--- src/rtl/sha1_pkg.sv ---
`timescale 1ns / 1ps

package sha1_pkg;

    localparam int COUNT_W         = 61;
    localparam int QUEUE_DEPTH_DEF = 4;
    localparam int ROUNDS          = 80;

    typedef logic [31:0] word_t;

    typedef logic [1:0] kind_t;
    localparam kind_t KIND_BYTE       = 2'd0;
    localparam kind_t KIND_CLOSE      = 2'd1;
    localparam kind_t KIND_BYTE_CLOSE = 2'd2;

    typedef struct packed {
        kind_t      kind;
        logic [7:0] data;
    } cmd_t;

    localparam word_t INIT_CHAIN [5] = '{
        32'h67452301, 32'hEFCDAB89, 32'h98BADCFE, 32'h10325476, 32'hC3D2E1F0
    };

    localparam word_t ROUND_K [4] = '{
        32'h5A827999, 32'h6ED9EBA1, 32'h8F1BBCDC, 32'hCA62C1D6
    };

    localparam logic [7:0] PAD_BYTE = 8'h80;

    function automatic word_t round_f(input logic [1:0] phase, input word_t b,
                                      input word_t c, input word_t d);
        word_t f;
        unique case (phase)
            2'd0:    f = (b & c) | (~b & d);
            2'd2:    f = (b & c) | (b & d) | (c & d);
            default: f = b ^ c ^ d;
        endcase
        return f;
    endfunction

endpackage

--- src/rtl/sha1_msg_if.sv ---
`timescale 1ns / 1ps

interface sha1_msg_if;
    logic       valid;
    logic       ready;
    logic [7:0] data_byte;
    logic       byte_present;
    logic       is_last;

    modport source (output valid, output data_byte, output byte_present, output is_last,
                    input ready);
    modport sink   (input valid, input data_byte, input byte_present, input is_last,
                    output ready);
endinterface

--- src/rtl/sha1_digest_if.sv ---
`timescale 1ns / 1ps

interface sha1_digest_if;
    logic        valid;
    logic        ready;
    logic [31:0] digest_word;
    logic [2:0]  word_index;
    logic        last_word;

    modport source (output valid, output digest_word, output word_index, output last_word,
                    input ready);
    modport sink   (input valid, input digest_word, input word_index, input last_word,
                    output ready);
endinterface

--- src/rtl/sha1_front.sv ---
`timescale 1ns / 1ps

module sha1_front
    import sha1_pkg::*;
(
    input  logic        clk,
    input  logic        rst_n,
    sha1_msg_if.sink    msg,
    output logic        push_valid,
    output cmd_t        push_item,
    input  logic        push_ready
);

    logic slot_valid_reg, slot_valid_next;
    cmd_t slot_reg, slot_next;
    cmd_t item;
    logic take;

    assign msg.ready  = !slot_valid_reg || push_ready;
    assign push_valid = slot_valid_reg;
    assign push_item  = slot_reg;
    assign take       = msg.valid && msg.ready;

    always_comb
    begin
        item.data = msg.data_byte;
        priority if (msg.byte_present && msg.is_last)
            item.kind = KIND_BYTE_CLOSE;
        else if (msg.byte_present)
            item.kind = KIND_BYTE;
        else
            item.kind = KIND_CLOSE;

        slot_valid_next = slot_valid_reg;
        slot_next       = slot_reg;
        if (push_ready)
            slot_valid_next = 1'b0;
        // beats carrying neither byte nor close are dropped here
        if (take && (msg.byte_present || msg.is_last))
        begin
            slot_valid_next = 1'b1;
            slot_next       = item;
        end
    end

    always_ff @(posedge clk or negedge rst_n)
    begin
        if (!rst_n)
            slot_valid_reg <= 1'b0;
        else
            slot_valid_reg <= slot_valid_next;
    end

    always_ff @(posedge clk)
    begin
        slot_reg <= slot_next;
    end

endmodule

--- src/rtl/sha1_queue.sv ---
`timescale 1ns / 1ps

module sha1_queue
    import sha1_pkg::*;
#(
    parameter int DEPTH = QUEUE_DEPTH_DEF
)
(
    input  logic clk,
    input  logic rst_n,
    input  logic push_valid,
    input  cmd_t push_item,
    output logic push_ready,
    output logic pop_valid,
    output cmd_t pop_item,
    input  logic pop_ready
);

    localparam int PTR_W = (DEPTH > 1) ? $clog2(DEPTH) : 1;
    localparam int CNT_W = $clog2(DEPTH + 1);

    cmd_t             entry_reg [DEPTH];
    logic [PTR_W-1:0] wr_ptr_reg, wr_ptr_next;
    logic [PTR_W-1:0] rd_ptr_reg, rd_ptr_next;
    logic [CNT_W-1:0] count_reg, count_next;
    logic             push, pop;

    assign push_ready = (count_reg != CNT_W'(DEPTH));
    assign pop_valid  = (count_reg != '0);
    assign pop_item   = entry_reg[rd_ptr_reg];
    assign push       = push_valid && push_ready;
    assign pop        = pop_valid && pop_ready;

    always_comb
    begin
        wr_ptr_next = wr_ptr_reg;
        rd_ptr_next = rd_ptr_reg;
        count_next  = count_reg;
        if (push)
            wr_ptr_next = (wr_ptr_reg == PTR_W'(DEPTH - 1)) ? '0 : wr_ptr_reg + 1'b1;
        if (pop)
            rd_ptr_next = (rd_ptr_reg == PTR_W'(DEPTH - 1)) ? '0 : rd_ptr_reg + 1'b1;
        if (push && !pop)
            count_next = count_reg + 1'b1;
        else if (pop && !push)
            count_next = count_reg - 1'b1;
    end

    always_ff @(posedge clk or negedge rst_n)
    begin
        if (!rst_n)
        begin
            wr_ptr_reg <= '0;
            rd_ptr_reg <= '0;
            count_reg  <= '0;
        end
        else
        begin
            wr_ptr_reg <= wr_ptr_next;
            rd_ptr_reg <= rd_ptr_next;
            count_reg  <= count_next;
        end
    end

    always_ff @(posedge clk)
    begin
        if (push)
            entry_reg[wr_ptr_reg] <= push_item;
    end

endmodule

--- src/rtl/sha1_back.sv ---
`timescale 1ns / 1ps

module sha1_back
    import sha1_pkg::*;
(
    input  logic          clk,
    input  logic          rst_n,
    input  logic          pop_valid,
    input  cmd_t          pop_item,
    output logic          pop_ready,
    sha1_digest_if.source digest
);

    localparam logic [2:0] S_IDLE  = 3'd0;
    localparam logic [2:0] S_PAD   = 3'd1;
    localparam logic [2:0] S_ROUND = 3'd2;
    localparam logic [2:0] S_ADD   = 3'd3;
    localparam logic [2:0] S_OUT   = 3'd4;

    localparam logic [1:0] BLK_DATA  = 2'd0;
    localparam logic [1:0] BLK_PAD1  = 2'd1;
    localparam logic [1:0] BLK_FINAL = 2'd2;

    localparam logic [6:0] LAST_ROUND = 7'(ROUNDS - 1);

    logic [2:0]         state_reg, state_next;
    logic [1:0]         blk_reg, blk_next;
    logic               close_pend_reg, close_pend_next;
    logic [COUNT_W-1:0] count_reg, count_next;
    word_t              chain_reg [5];
    word_t              chain_next [5];
    logic [6:0]         round_reg, round_next;
    logic [2:0]         emit_reg, emit_next;
    logic               out_valid_reg, out_valid_next;

    word_t              win_reg [16];
    word_t              win_next [16];
    word_t              work_reg [5];
    word_t              work_next [5];
    word_t              out_word_reg, out_word_next;
    logic [2:0]         out_idx_reg, out_idx_next;
    logic               out_last_reg, out_last_next;

    logic               pop;
    logic               out_load;
    logic [5:0]         pos;
    logic [1:0]         phase;
    word_t              w_cur, temp, mix;
    word_t              len_hi, len_lo;
    word_t              sum [5];

    assign pop_ready          = (state_reg == S_IDLE);
    assign pop                = pop_valid && pop_ready;
    assign out_load           = (state_reg == S_OUT) && (!out_valid_reg || digest.ready);
    assign digest.valid       = out_valid_reg;
    assign digest.digest_word = out_word_reg;
    assign digest.word_index  = out_idx_reg;
    assign digest.last_word   = out_last_reg;

    assign pos    = count_reg[5:0];
    assign len_hi = count_reg[COUNT_W-1:COUNT_W-32];
    assign len_lo = {count_reg[COUNT_W-33:0], 3'b000};

    always_comb
    begin
        priority if (round_reg < 7'd20)
            phase = 2'd0;
        else if (round_reg < 7'd40)
            phase = 2'd1;
        else if (round_reg < 7'd60)
            phase = 2'd2;
        else
            phase = 2'd3;
        mix   = win_reg[13] ^ win_reg[8] ^ win_reg[2] ^ win_reg[0];
        w_cur = (round_reg < 7'd16) ? win_reg[0] : {mix[30:0], mix[31]};
        temp  = {work_reg[0][26:0], work_reg[0][31:27]}
              + round_f(phase, work_reg[1], work_reg[2], work_reg[3])
              + work_reg[4] + ROUND_K[phase] + w_cur;
        for (int i = 0; i < 5; i++)
            sum[i] = chain_reg[i] + work_reg[i];
    end

    always_comb
    begin
        state_next      = state_reg;
        blk_next        = blk_reg;
        close_pend_next = close_pend_reg;
        count_next      = count_reg;
        chain_next      = chain_reg;
        round_next      = round_reg;
        emit_next       = emit_reg;
        win_next        = win_reg;
        work_next       = work_reg;
        out_word_next   = out_word_reg;
        out_idx_next    = out_idx_reg;
        out_last_next   = out_last_reg;
        out_valid_next  = out_valid_reg;

        if (digest.ready)
            out_valid_next = 1'b0;

        unique case (state_reg)
            S_IDLE:
            begin
                if (pop)
                begin
                    if (pop_item.kind == KIND_BYTE || pop_item.kind == KIND_BYTE_CLOSE)
                    begin
                        unique case (pos[1:0])
                            2'd0: win_next[pos[5:2]][31:24] = pop_item.data;
                            2'd1: win_next[pos[5:2]][23:16] = pop_item.data;
                            2'd2: win_next[pos[5:2]][15:8]  = pop_item.data;
                            default: win_next[pos[5:2]][7:0] = pop_item.data;
                        endcase
                        count_next = count_reg + 1'b1;
                    end
                    unique case (pop_item.kind)
                        KIND_BYTE, KIND_BYTE_CLOSE:
                        begin
                            if (pos == 6'd63)
                            begin
                                state_next      = S_ROUND;
                                blk_next        = BLK_DATA;
                                close_pend_next = (pop_item.kind == KIND_BYTE_CLOSE);
                                round_next      = '0;
                                work_next       = chain_reg;
                            end
                            else if (pop_item.kind == KIND_BYTE_CLOSE)
                                state_next = S_PAD;
                        end
                        KIND_CLOSE:
                            state_next = S_PAD;
                        default:
                            state_next = S_IDLE;
                    endcase
                end
            end
            S_PAD:
            begin
                // 0x80 after last byte, zeros; bit length too if pos < 56
                for (int i = 0; i < 16; i++)
                begin
                    if (4'(i) > pos[5:2])
                        win_next[i] = '0;
                    else if (4'(i) == pos[5:2])
                    begin
                        unique case (pos[1:0])
                            2'd0: win_next[i] = {PAD_BYTE, 24'h0};
                            2'd1: win_next[i] = {win_reg[i][31:24], PAD_BYTE, 16'h0};
                            2'd2: win_next[i] = {win_reg[i][31:16], PAD_BYTE, 8'h0};
                            default: win_next[i] = {win_reg[i][31:8], PAD_BYTE};
                        endcase
                    end
                end
                if (pos < 6'd56)
                begin
                    win_next[14] = len_hi;
                    win_next[15] = len_lo;
                    blk_next     = BLK_FINAL;
                end
                else
                    blk_next = BLK_PAD1;
                state_next = S_ROUND;
                round_next = '0;
                work_next  = chain_reg;
            end
            S_ROUND:
            begin
                for (int i = 0; i < 15; i++)
                    win_next[i] = win_reg[i + 1];
                win_next[15] = w_cur;
                work_next[4] = work_reg[3];
                work_next[3] = work_reg[2];
                work_next[2] = {work_reg[1][1:0], work_reg[1][31:2]};
                work_next[1] = work_reg[0];
                work_next[0] = temp;
                round_next   = round_reg + 1'b1;
                if (round_reg == LAST_ROUND)
                    state_next = S_ADD;
            end
            S_ADD:
            begin
                chain_next = sum;
                unique case (blk_reg)
                    BLK_DATA:
                        state_next = close_pend_reg ? S_PAD : S_IDLE;
                    BLK_PAD1:
                    begin
                        for (int i = 0; i < 14; i++)
                            win_next[i] = '0;
                        win_next[14] = len_hi;
                        win_next[15] = len_lo;
                        work_next    = sum;
                        round_next   = '0;
                        blk_next     = BLK_FINAL;
                        state_next   = S_ROUND;
                    end
                    default:
                    begin
                        emit_next  = '0;
                        state_next = S_OUT;
                    end
                endcase
            end
            S_OUT:
            begin
                if (out_load)
                begin
                    out_valid_next = 1'b1;
                    out_word_next  = chain_reg[emit_reg];
                    out_idx_next   = emit_reg;
                    out_last_next  = (emit_reg == 3'd4);
                    if (emit_reg == 3'd4)
                    begin
                        chain_next = INIT_CHAIN;
                        count_next = '0;
                        state_next = S_IDLE;
                    end
                    else
                        emit_next = emit_reg + 1'b1;
                end
            end
            default:
                state_next = S_IDLE;
        endcase
    end

    always_ff @(posedge clk or negedge rst_n)
    begin
        if (!rst_n)
        begin
            state_reg      <= S_IDLE;
            blk_reg        <= BLK_DATA;
            close_pend_reg <= 1'b0;
            count_reg      <= '0;
            chain_reg      <= INIT_CHAIN;
            round_reg      <= '0;
            emit_reg       <= '0;
            out_valid_reg  <= 1'b0;
        end
        else
        begin
            state_reg      <= state_next;
            blk_reg        <= blk_next;
            close_pend_reg <= close_pend_next;
            count_reg      <= count_next;
            chain_reg      <= chain_next;
            round_reg      <= round_next;
            emit_reg       <= emit_next;
            out_valid_reg  <= out_valid_next;
        end
    end

    always_ff @(posedge clk)
    begin
        win_reg      <= win_next;
        work_reg     <= work_next;
        out_word_reg <= out_word_next;
        out_idx_reg  <= out_idx_next;
        out_last_reg <= out_last_next;
    end

`ifndef NO_ASSERTIONS
    a_round_range: assert property (@(posedge clk) disable iff (!rst_n)
        (state_reg == S_ROUND) |-> (round_reg <= LAST_ROUND))
        else $error("round counter past last round");

    a_final_emits: assert property (@(posedge clk) disable iff (!rst_n)
        (state_reg == S_ADD && blk_reg == BLK_FINAL) |=> (state_reg == S_OUT))
        else $error("final block did not lead to digest output");

    a_last_flag: assert property (@(posedge clk) disable iff (!rst_n)
        out_valid_reg |-> (out_last_reg == (out_idx_reg == 3'd4)))
        else $error("last_word disagrees with word_index");

    a_emit_range: assert property (@(posedge clk) disable iff (!rst_n)
        (state_reg == S_OUT) |-> (emit_reg <= 3'd4))
        else $error("digest word counter out of range");
`endif

endmodule

--- src/rtl/sha1_stream_hasher_core.sv ---
`timescale 1ns / 1ps

// Streaming SHA-1. Bytes enter on msg, one per beat, packed big-endian; a beat with
// is_last closes the message (with or without a byte) and the 160-bit digest leaves
// on digest as five 32-bit beats, word 0 first, after which the core is ready for
// the next message. Beats with neither byte nor close are dropped. A small queue
// between the input stage and the hash engine lets bytes keep arriving while a
// block compresses. The engine absorbs one byte per cycle while idle and takes none
// while a block goes through its 80 rounds and the chaining add. Closing takes a
// padding step, one or two blocks (two when 56 or more bytes sit in the final
// block) and five digest beats.
module sha1_stream_hasher_core
    import sha1_pkg::*;
#(
    parameter int QUEUE_DEPTH = QUEUE_DEPTH_DEF
)
(
    input  logic          clk,
    input  logic          rst_n,
    sha1_msg_if.sink      msg,
    sha1_digest_if.source digest
);

    logic push_valid, push_ready;
    cmd_t push_item;
    logic pop_valid, pop_ready;
    cmd_t pop_item;

    sha1_front u_front (
        .clk        (clk),
        .rst_n      (rst_n),
        .msg        (msg),
        .push_valid (push_valid),
        .push_item  (push_item),
        .push_ready (push_ready)
    );

    sha1_queue #(
        .DEPTH (QUEUE_DEPTH)
    ) u_queue (
        .clk        (clk),
        .rst_n      (rst_n),
        .push_valid (push_valid),
        .push_item  (push_item),
        .push_ready (push_ready),
        .pop_valid  (pop_valid),
        .pop_item   (pop_item),
        .pop_ready  (pop_ready)
    );

    sha1_back u_back (
        .clk       (clk),
        .rst_n     (rst_n),
        .pop_valid (pop_valid),
        .pop_item  (pop_item),
        .pop_ready (pop_ready),
        .digest    (digest)
    );

endmodule
--- src/flat_wrapper.sv ---
// flat-port wrapper written by rule: the top's interface ports become plain ports
module sha1_stream_hasher_core_flat import sha1_pkg::*;
#(
    parameter int QUEUE_DEPTH = QUEUE_DEPTH_DEF
)
  (clk, rst_n, msg_valid, msg_data_byte, msg_byte_present, msg_is_last, msg_ready, digest_valid, digest_digest_word, digest_word_index, digest_last_word, digest_ready);
  sha1_msg_if msg_i ();
  sha1_digest_if digest_i ();
  input  logic clk;
  input  logic rst_n;
  input wire logic [$bits(msg_i.valid)-1:0] msg_valid;
  input wire logic [$bits(msg_i.data_byte)-1:0] msg_data_byte;
  input wire logic [$bits(msg_i.byte_present)-1:0] msg_byte_present;
  input wire logic [$bits(msg_i.is_last)-1:0] msg_is_last;
  output wire logic [$bits(msg_i.ready)-1:0] msg_ready;
  output wire logic [$bits(digest_i.valid)-1:0] digest_valid;
  output wire logic [$bits(digest_i.digest_word)-1:0] digest_digest_word;
  output wire logic [$bits(digest_i.word_index)-1:0] digest_word_index;
  output wire logic [$bits(digest_i.last_word)-1:0] digest_last_word;
  input wire logic [$bits(digest_i.ready)-1:0] digest_ready;
  assign msg_i.valid = msg_valid;
  assign msg_i.data_byte = msg_data_byte;
  assign msg_i.byte_present = msg_byte_present;
  assign msg_i.is_last = msg_is_last;
  assign msg_ready = msg_i.ready;
  assign digest_valid = digest_i.valid;
  assign digest_digest_word = digest_i.digest_word;
  assign digest_word_index = digest_i.word_index;
  assign digest_last_word = digest_i.last_word;
  assign digest_i.ready = digest_ready;
  sha1_stream_hasher_core #(.QUEUE_DEPTH(QUEUE_DEPTH)) u_core (.clk(clk), .rst_n(rst_n), .msg(msg_i), .digest(digest_i));
endmodule
--- config.mk ---
export PLATFORM = sky130hd
export DESIGN_NAME = sha1_stream_hasher_core_flat
export DESIGN_NICKNAME = d
export VERILOG_FILES = /design/src/rtl/sha1_pkg.sv /design/src/rtl/sha1_msg_if.sv /design/src/rtl/sha1_digest_if.sv /design/src/rtl/sha1_front.sv /design/src/rtl/sha1_queue.sv /design/src/rtl/sha1_back.sv /design/src/rtl/sha1_stream_hasher_core.sv /design/src/flat_wrapper.sv
export SDC_FILE = /design/constraint.sdc
export NUM_CORES = 2
export LEC_CHECK = 0
export BUFFER_PORTS_ARGS = -buffer_cell sky130_fd_sc_hd__buf_2
export CAP_MARGIN = 10
export CORE_UTILIZATION = 40
export CTS_BUF_LIST = sky130_fd_sc_hd__clkbuf_4
export DETAILED_ROUTE_END_ITERATION = 8
export PLACE_DENSITY = 0.61
export SLEW_MARGIN = 15
export SYNTH_ARGS = -nofsm -noshare
export SYNTH_HDL_FRONTEND = slang
export SYNTH_SLANG_ARGS = --single-unit
--- constraint.sdc ---
create_clock -name clk -period 9.6 [get_ports clk]
set_clock_uncertainty 0.2 [all_clocks]
set_input_delay 1.92 -clock clk [delete_from_list [all_inputs] [get_ports clk]]
set_output_delay 1.92 -clock clk [all_outputs]
set_load 0.01 [all_outputs]
* Yosys cells after proc, flatten, opt, wreduce, memory -nomap -nowiden
Memories as Yosys holds them, arrays and structs flattened.
Cells that the tools add are included.
** Word-level totals
- Word-level logic and storage cells :: 502
- Output and inout bits :: 38
- Register bits :: 964
- Memories :: 1
- Bits in writable memories :: 40
- Input bits :: 14
** Memory list
- u_core.u_queue.entry_reg :: depth 4, width 10, rd ports 1, clocked after memory_dff 0, wr ports 1, RTL line sha1_queue.sv:22 : cmd_t entry_reg [DEPTH];
** Cells by class
- Mux-type cells :: 112
- Equal/unequal tests :: 138
- Reduce and logical (&&, ||, !) cells :: 104
- $lt $le $gt $ge :: 25
- Bitwise operators :: 16
- $add $sub $neg :: 16
** Operators with widths (count)
- $bwmux 512 :: 4
- $pmux 512 s4 :: 1
- $mux 512 :: 3
- $pmux 512 s3 :: 1
- $mux 32 :: 38
- $mux 160 :: 6
- $pmux 160 s4 :: 1
- $demux 32 s4 :: 4
- $pmux 160 s2 :: 1
- $add 32x32->32 :: 9
- $mux 61 :: 4
- $xor 32x32->32 :: 5
- $ne 3x3->1 const B :: 43
- $and 32x32->32 :: 4
- $reduce_and 8->1 :: 16
- $pmux 61 s2 :: 1
- $reduce_and 7->1 :: 16
- $reduce_and 5->1 :: 20
- $bmux 32 s3 :: 1
- $or 32x32->32 :: 3
- $pmux 32 s3 :: 1
- $reduce_and 6->1 :: 16
- $ne 5x2->1 const B :: 14
- $bmux 32 s2 :: 1
- other kinds (65) :: 198

* Depth between registers and ports, before layout
- Depth after elaboration :: 11
- Mapped depth :: 27
- Mapped depth without buffers :: 26

* Hierarchy
From an unflattened synthesis, not the netlist that was laid out.
** Second synthesis, totals
- Cell total of the unflattened synthesis :: 7343
- Area total of the unflattened synthesis :: 66341.1 um^2
** Modules (own cells, without submodules)
- sha1_back :: seq. area each 27316.2 um^2, area each 64097.7 um^2, times used 1, cells each 7238
- sha1_queue :: seq. area each 1376.3 um^2, area each 1879.3 um^2, times used 1, cells each 88
- sha1_front :: seq. area each 325.3 um^2, area each 364.1 um^2, times used 1, cells each 17

* Least setup slack after synthesis
Ideal clock, no wire load.
- Path kind :: reg-to-reg
- Start point :: reg u_core.u_queue.rd_ptr_reg[1]
- End point :: reg u_core.u_back.blk_reg[1]
- Period minus slack after synthesis :: 10.646 ns
- Required time :: 9.271 ns
- Stages on the path, launching flop included :: 8
- Path buffers :: 1
- Library setup time :: 0.129 ns
- Data arrival time :: 10.317 ns
- Setup slack :: -1.046 ns
- Cell sequence :: dfrtp_1 clkbuf_1 mux4_2 nand2_1 nand3_1 a21oi_1 nand2_1 mux2_2
** On the way
- Cells in the longest elaborated chain, start to end :: 5
- Elaborated cells on any way between the ends :: 6
- Those cells by class :: 2 x eq/ne; 3 x reduce/logical; 1 x memory
** RTL lines
- start: declaration :: RTL line sha1_queue.sv:24 : logic [PTR_W-1:0] rd_ptr_reg, rd_ptr_next;
- start signal: assignment :: RTL line sha1_queue.sv:60 : rd_ptr_reg <= rd_ptr_next;
- $mem_v2 4x10 (*)
- $eq 2x2->1 / $logic_not 2->1 (equally long branches) :: RTL line sha1_back.sv:117 : unique case (pop_item.kind)
- $reduce_or 2->1 (*) :: RTL line sha1_back.sv:117
- $ne 2x2->1 (no line) (*)
- $reduce_and 5->1 (no line) (*)
- end signal: assignment :: RTL line sha1_back.sv:244 : blk_reg <= blk_next;
- end: declaration :: RTL line sha1_back.sv:27 : logic [1:0] blk_reg, blk_next;
Mark *: on every way between the ends. The rest lies on a longest branch, timed or not.
A chain may end at the register's enable or synchronous reset.

==> metrics.log <==
[metrics] post-layout min period: 7.25 ns
[metrics] global-route usage over all layers: 0.287
[metrics] Starting Density: 0.403
[metrics] Most Frequent Cell on Critical Path: inv_1
[metrics] clock tree root buffer cell: clkbuf_4
[metrics] TritonCTS buffer count: 308
[metrics] Post-synth top flop: edfxtp_1
[metrics] type of origin of the critical path: flip-flop
[metrics] number of global-route vias before repair: 55200
[metrics] final global-route overflow total: 0
[metrics] DRC Markers: 2
[metrics] half-perimeter wire length after placement: 165 mm
[metrics] mean cell area of the mapped netlist: 9.30 sq um
[metrics] Rel. slew slack: 0.118
[metrics] maxcap violations: 0
[metrics] IO Port Bufs: 51
[metrics] cell taking the most area after synthesis: edfxtp_1
[metrics] Max FO, Critical Path: 26
[metrics] sequential fraction of the synthesis area: 0.443
[metrics] RSZ-0062 raised after global routing: no
[metrics] Routed Wire Length: 243 mm
[metrics] FFs w/ async S/R, synth: 0.245
[metrics] number of standard-cell rows in the floorplan: 148
[metrics] worst endpoint required time: 10.46 ns
[metrics] most numerous cell in the Yosys netlist: nand2_1
[metrics] family of cells with the greatest summed delay on the critical path: adder cells
[metrics] final count of negative-setup-slack endpoints: 0
[metrics] accumulated negative setup slack: 0 ns
[metrics] data arrival time at the worst-slack endpoint: 8.11 ns
[metrics] CTS clock-pin slew for the worst setup and hold paths: 0.07 ns
[metrics] final worst-path cycle share: 0.755
[metrics] Filler Cells Inserted: 15900
[metrics] transition time at the pin with the least slew margin: 1.32 ns
[metrics] Layout Nets: 7426
[metrics] number of DRC violations after detailed-routing iteration 0: 8037
[metrics] post-synth design cell area: 65500 sq um
[metrics] Post-synth EDFFs: 758
[metrics] core region area: 163000 sq um
[metrics] synth cell count leaders: nand2_1, o21ai_0, edfxtp_1
[metrics] Post CTS Setup Buffer Count: 0
[metrics] max frequency: 138 MHz
[metrics] outcome: complete, but fails checks
[metrics] maximum level of the CTS H-tree: 5
[metrics] die area: 165000 sq um
[metrics] violations in the final reports: DRC
[metrics] vias per cell: 6.21
[metrics] count of synthesis-stage warnings from yosys: 0
[metrics] design area: 71700 sq um
[metrics] number of library cell types mapped by synthesis: 93
[metrics] proportion of netlist area held by the largest area contributor: 0.348
[metrics] area grow syn2layout: 9.52%
[metrics] worst setup path class: reg -> reg
[metrics] TritonRoute pass-1 iters: 9
[metrics] number of buffers inserted by hold repair at cts: 0
[metrics] Clock Latency Late Sink: 1.38 ns
[metrics] die extent in y: 407 um
[metrics] slowest cell delay on critical path: 0.81 ns
[metrics] largest net degree at the start of global routing: 158
[metrics] CTS tree: done
[metrics] placed cell area: 67900 sq um
[metrics] Die X-Extent: 407 um
[metrics] Pins Over Slew Limit: 0
[metrics] number of buffers on the longest clock path: 4
[metrics] initial antenna violation count: 5
[metrics] number of clock sinks: 1004
[metrics] first-pass GRT wire length: 358 mm
[metrics] Critical Path End Type: flip-flop
[metrics] quantity of gates resized following cts: 0
[metrics] net count after synthesis: 7396
[metrics] total via count after detailed routing: 58800
[metrics] post-synthesis cell count: 7042
[metrics] share of cells above drive strength 1: 0.117
[metrics] count of final hold-check violations: 0
[metrics] Crit-path slowest cell: inv_1
[metrics] last weighted congestion value of the routability-driven placer: 0.953
[metrics] I/O pin count: 52
[metrics] wire per inst: 25.6 um
[metrics] post-route antenna net violation count: 0
[metrics] Buf/Inv on CP: 6
[metrics] worst hold path class: reg -> reg
[metrics] number of storage elements in the synthesis netlist: 1004
[metrics] ranking of synthesized cells by area: edfxtp_1, nand2_1, a22oi_1, o21ai_0, dfrtp_1
metal layers:
metal  vias to the layer above  share of wire  global-route usage
met5                         -       0.000062                   0
met2                      3505           0.43               0.412
li1                      25900              -                   -
met4                         2          0.038               0.114
met3                       571           0.12              0.0737
met1                     28900           0.42               0.411
stage by stage:
stage	worst slack, ns	cells	hold WS, ns	utilization
2_1_floorplan	2.53	7042	0.259	-
3_3_place_gp	2.54	8937	0.277	0.417
3_5_place_dp	2.50	8937	0.286	0.417
4_1_cts	2.42	9468	0.296	0.441
5_1_grt	1.94	9475	0.291	0.441
6_report	2.35	9477	0.272	0.441
layout by cell type (no fill, tap or decap), drive strengths merged, types with 45 or more instances in the layout:
cell type | synthesis | layout
nand2 | 1535 | 1535
o21ai | 867 | 867
edfxtp | 758 | 758
a22oi | 618 | 618
clkbuf | 392 | 465
inv | 295 | 299
nor2 | 293 | 293
a21oi | 250 | 250
ha | 214 | 214
xnor2 | 211 | 211
a21o | 209 | 209
buf | 55 | 167
dfrtp | 166 | 166
fa | 126 | 126
xor2 | 99 | 99
mux2i | 82 | 82
dfstp | 80 | 80
nand3 | 78 | 78
clkinv | 1 | 60
a211oi | 53 | 53
nor3 | 51 | 51
o21a | 45 | 45
final timing paths:
kind	end	cells after the start	start	slack, ns
min	flip-flop	2	flip-flop	0.27
min reg2reg	flip-flop	2	flip-flop	0.27
min in group asynchronous	u_core.u_back.chain_reg[27]	1	rst_n	0.38
max in group asynchronous	u_core.u_back.chain_reg[35]	3	rst_n	7.07
max reg2reg	u_core.u_back.work_reg[147]	26	u_core.u_back.round_reg[5]	2.35
max	u_core.u_back.work_reg[147]	26	u_core.u_back.round_reg[5]	2.35
cells by family (layout without fill, tap and decap cells):
kind of cell | count (synthesis) | in the layout | synth area share
xor+xnor | 310 | 310 | 0.0415
buf+inv | 743 | 994 | 0.0427
fa+ha+maj | 341 | 341 | 0.0796
simple gates | 2177 | 2177 | 0.138
flops | 1004 | 1004 | 0.443
compound gates | 2339 | 2339 | 0.230
other cells | 0 | 9 | 0
mux | 128 | 128 | 0.0259
worst min-delay path, stage by stage, from the launching register on:
cell	delay (ns)
edfxtp_1	0.37
nand2_1	0.06
o21ai_0	0.07
cell type report:
type	count	area (sq um)	area share
inverter	296	1110	0.0155
tap	2175	2720	0.0379
clock inverter	66	332	0.00462
sequential	1004	29000	0.405
timing repair buffer	167	1150	0.0160
clock buffer	465	3490	0.0487
multi-input combinational	5295	33900	0.472
antenna	9	22.5	0.000314
Power is left out: the tool's default activity adds up to more than one toggle a clock period on the data nets, which glitch-free logic cannot reach.
